$ cat config.mk
export PLATFORM = sky130hd
export DESIGN_NAME = satt_ctrl
export DESIGN_NICKNAME = d
export VERILOG_FILES = /design/src/rtl/satt_pkg.sv /design/src/rtl/satt_ctrl.sv
export SDC_FILE = /design/constraint.sdc
export NUM_CORES = 1
export LEC_CHECK = 0
export BUFFER_PORTS_ARGS = -buffer_cell sky130_fd_sc_hd__buf_2
export CAP_MARGIN = 10
export CORE_AREA = 4 4 41 43
export CTS_CLUSTER_SIZE = 30
export DETAILED_ROUTE_END_ITERATION = 6
export DIE_AREA = 0 0 45 47
export SYNTH_ARGS = -nofsm -noshare
export SYNTH_HDL_FRONTEND = slang
export SYNTH_SLANG_ARGS = --single-unit
$ cat constraint.sdc
create_clock -name clk -period 1.4 [get_ports clk]
set_clock_uncertainty 0.15 [all_clocks]
set_input_delay 0.28 -clock clk [delete_from_list [all_inputs] [get_ports clk]]
set_output_delay 0.28 -clock clk [all_outputs]
set_load 0.02 [all_outputs]
$ cat src/rtl/satt_pkg.sv
// shared types, constants and codes of the set-associative transposition table
// no dependencies; the other rtl files except satt_ram refer to it by scoped names
`default_nettype none

package satt_pkg;

	// set count must be a power of two: the set index is the low key bits
	localparam int NUM_SETS = 4096;
	localparam int NUM_WAYS = 4;
	localparam int SET_BITS = $clog2(NUM_SETS);
	localparam int WAY_BITS = (NUM_WAYS > 1) ? $clog2(NUM_WAYS) : 1;

	localparam int KEY_W   = 64;
	localparam int TAG_W   = 32;
	localparam int DEPTH_W = 8;
	localparam int SCORE_W = 16;
	localparam int MOVE_W  = 32;
	localparam int PLY_W   = 8;
	localparam int BOUND_W = 32;
	localparam int OSCORE_W = 17;
	localparam int MATE_W  = 15;

	localparam logic [MATE_W-1:0] MATE_RESET = 15'd30000;
	localparam int MATE_WINDOW = 1000;

	localparam int IN_DATA_W  = 208;
	localparam int OUT_DATA_W = 64;
	localparam int OUT_USER_W = 2;

	localparam logic REQ_PROBE = 1'b0;
	localparam logic REQ_STORE = 1'b1;

	typedef enum logic [1:0] {
		FLAG_EXACT = 2'd0,
		FLAG_UPPER = 2'd1,
		FLAG_LOWER = 2'd2
	} flag_t;

	typedef struct packed {
		logic [TAG_W-1:0]   tag;
		logic [DEPTH_W-1:0] depth;
		logic [SCORE_W-1:0] score;
		flag_t              flag;
		logic [MOVE_W-1:0]  move;
	} entry_t;

	localparam int ENTRY_W = $bits(entry_t);
	localparam int ROW_W   = NUM_WAYS * ENTRY_W;

	// controller to datapath
	typedef struct packed {
		logic clear;
		logic accept;
		logic commit;
	} cmd_t;

	// datapath to controller
	typedef struct packed {
		logic clr_last;
		logic out_free;
	} sts_t;

endpackage

`default_nettype wire

$ cat src/rtl/satt_ctrl.sv
// controller of the transposition table: clear pass, accept, lookup and commit
// depends on satt_pkg
`default_nettype none

module satt_ctrl (
	input  wire logic          clk,
	input  wire logic          arst_n,
	input  wire logic          s_tvalid,
	output logic               s_tready,
	input  wire satt_pkg::sts_t sts,
	output satt_pkg::cmd_t     cmd
);

	typedef enum logic [2:0] {
		ST_CLEAR  = 3'b001,
		ST_IDLE   = 3'b010,
		ST_LOOKUP = 3'b100
	} state_t;

	state_t state_q, state_d;

	assign s_tready   = (state_q == ST_IDLE);
	assign cmd.clear  = (state_q == ST_CLEAR);
	assign cmd.accept = s_tready && s_tvalid;
	// result goes out and the set is written back in the same cycle
	assign cmd.commit = (state_q == ST_LOOKUP) && sts.out_free;

	always_comb begin
		state_d = state_q;
		case (state_q)
			ST_CLEAR: begin
				if (sts.clr_last) state_d = ST_IDLE;
			end
			ST_IDLE: begin
				if (cmd.accept) state_d = ST_LOOKUP;
			end
			ST_LOOKUP: begin
				if (cmd.commit) state_d = ST_IDLE;
			end
			default: state_d = ST_CLEAR;
		endcase
	end

	always_ff @(posedge clk or negedge arst_n) begin
		if (!arst_n) begin
			state_q <= ST_CLEAR;
		end else begin
			state_q <= state_d;
		end
	end

endmodule

`default_nettype wire

==> impl_metrics.toml <==
[run]
max_cap_viol_count = 0

[logic_synthesis]
synth-compound-area-share_pct = 14.0
synthesis.area_per_instance_um2 = 10.4
synth_adder_area_share_pct = 0
main_combinational_cell_family_by_area_after_synthesis = "simple AND/OR/NAND/NOR gates"
post_synthesis_xor_xnor_area_fraction_pct = 0
synth.cell_area_um2 = 188
muxShareOfSynthArea_pct = 0
synth_simple_gate_area_share_pct = 39.3
synth_cells = 18
ys_seq_elements = 3
synth.yosys.seq_area_share_pct = 40.7
synth_cell_type_count = 16
yosys_warnings = 0
synth_nets = 23

[sta]
tightest_slew_ps = 194
timing.max_slew.rel_slack_pct = 86.9
final-setup-viol-count = 5
hold_viol = 0
timing.fmax_mhz = 618
grt_setup_unrepaired = "true"
postLayoutSetupSlackWorst_ps = -219
post-route-min-period_ps = 1620
whs_ps = 182
final_max_slew_viol_count = 0
min_period_over_period_pct = 116
fin_setup_tns_ps = -619

[floorplan]
design.core.area_um2 = 1300
io_pins = 9
placement_rows = 13
fp.dieArea_um2 = 2120
floorplan.initialDensity_pct = 14.4
die_h_um = 47
die_w_um = 45

[drt]
drt-total-wl_um = 562
detail_route.iter0.violations = 4
post_drt_via_cell_ratio = 4.23
routed-via-count = 224
drt-wirelength-per-cell_um = 10.6
final_antenna_net_count = 0
drt_drc_violations_left = 0
detailedRoute.firstPassIterationCount = 4

[final_layout]
number_of_flip_flops_under_the_largest_register_name = 3
final_util_pct = 29.4
max_flop_register = "state_q"
area_growth_from_synthesis_to_layout_pct = 104
final_layout_size_suffix_gt1_share_pct = 68.4
layout.cells.most_common = "sky130_fd_sc_hd__buf_4"
num-fill-cells = 142
antenna-diode-count = 0
design.final.nets = 44
layout_top_registers = "state_q x3"
mostFrequentLayoutCells = "9 x sky130_fd_sc_hd__buf_4, 4 x sky130_fd_sc_hd__buf_2, 3 x sky130_fd_sc_hd__clkbuf_4, 3 x sky130_fd_sc_hd__buf_6"

[critical_path]
family_with_the_most_delay_on_the_worst_path = "flip-flops"
buffers_inverters_on_critical_path = 1
crit_required_ps = 970
worst-setup-path-type = "flop to output pin"
worst_path_largest_cell_delay_ps = 560
arrival_ps = 1190
crit_slowest_cell = "sky130_fd_sc_hd__dfstp_2"
critPathMaxFanout = 4
critical_path.startpoint_type = "flop"
critical_path.endpoint_type = "output pin"
critical_path.cell_chain = "and4bb_2 > buf_6"

[cts]
max-clock-path-buffers = 2
tritoncts = "built"
cts.root.buffer_cell = "sky130_fd_sc_hd__clkbuf_4"
clk_latency_ps = 230
clkTransAtPathRegs_ps = 40
numCtsBuffers = 3
clock_sink_count = 3
htree_levels = 1

[outcome]
status = "complete, but fails checks"
violations = "setup timing"

[global_routing]
grt_pass1_wl_um = 959
globalRouteMet2Util_pct = 9.60
grt_max_degree = 6
gr-usage-all-layers_pct = 6.96
antenna_found_initial = 0
globalRoute.busiestLayer = "met2"
gr-usage-met1_pct = 7.74
overflow = 0
first_global_vias = 231
global_route.usage.met3_pct = 1.92

[placement]
port_buffers = 8
detailed_placement_wirelength_estimate_um = 427
gp_routability_congestion = 0.703

[min_path]
holdCritPathClass = "primary input to flop"

[power]
pwrdens_nw_per_um2 = 1880
worst_ir_drop_vdd_uv = 680
static-leakage-power_nw = 0.177
synth_stat cells (all sizes together):
cell	n	share of area, %
dfstp	1	14
nor3b	2	8.0
and4bb	1	6.7
nor4b	1	4.7
a21oi	1	2.7
and2	1	3.3
or3b	1	4.7
o21ai	1	2.7
inv	1	2.0
buf	1	4.0
and3b	1	4.7
a211o	1	4.7
nand3b	1	4.0
nor2b	1	3.3
dfrtp	2	27
o31ai	1	4.0
worst min-delay path, delay by kind of cell:
family | cells | cell delay, ps
simple gates | 1 | 90
buf+inv | 1 | 80
compound gates | 1 | 70
area by class of cell:
type / count / area [um2] / area share [%]
repair buffers: 17 / 131 / 34.3
multi-input cells: 13 / 125 / 32.7
flip-flops and latches: 3 / 77.6 / 20.3
clock buffers: 4 / 26.3 / 6.86
well taps: 15 / 18.8 / 4.90
inverters: 1 / 3.75 / 0.980
path summary, 6_finish.rpt:
path	from	endpoint	slack [ps]	cells after the start
worst max-delay path	state_q[0]	cmd[0]	-220	2
worst min-delay path	sts[0]	state_q[2]	180	3
worst max register to register	state_q[0]	state_q[1]	-40	3
worst min register to register	state_q[2]	state_q[2]	550	2
max in group asynchronous	arst_n	state_q[0]	670	2
min in group asynchronous	arst_n	state_q[1]	230	2
timing repair:
item / 4_1_cts / 5_1_grt
gates cloned: 0 / 0
buffers inserted: 2 / 2
resized for setup: 9 / 1
endpoints found under the hold margin: 3 / 0
endpoints found under the setup margin: 4 / 5
hold buffers: 1 / 0
pin swaps: 2 / 3
metrics by stage:
stage	setup WS [ps]	area, um2	power [W]	std cells
finish	-219	383	0.000722	53
detailed placement	8.02	285	0.000490	44
global route	-261	383	0.000782	53
floorplan	-112	204	0.000359	18
CTS	-222	365	0.000708	51
global placement	22.2	285	0.000487	44
cells by family (layout without fill, tap and decap cells):
kind of cell | after synthesis | after routing
and+or+nand+nor | 9 | 9
AOI/OAI and AO/OA | 4 | 4
DFF | 3 | 3
buffers and inverters | 2 | 22
power breakdown:
group	internal, W	switching (W)	total, W
sequential	0.000132	0.0000397	0.000172
clock	0.000107	0.0000449	0.000152
combinational	0.000241	0.000157	0.000398
routing by layer:
layer | up-vias | wire length [um]
met5 | - | 0
met4 | 0 | 15
met3 | 2 | 42
met2 | 9 | 255
met1 | 106 | 248
li1 | 107 | -
(Power assumes the default switching activity.)
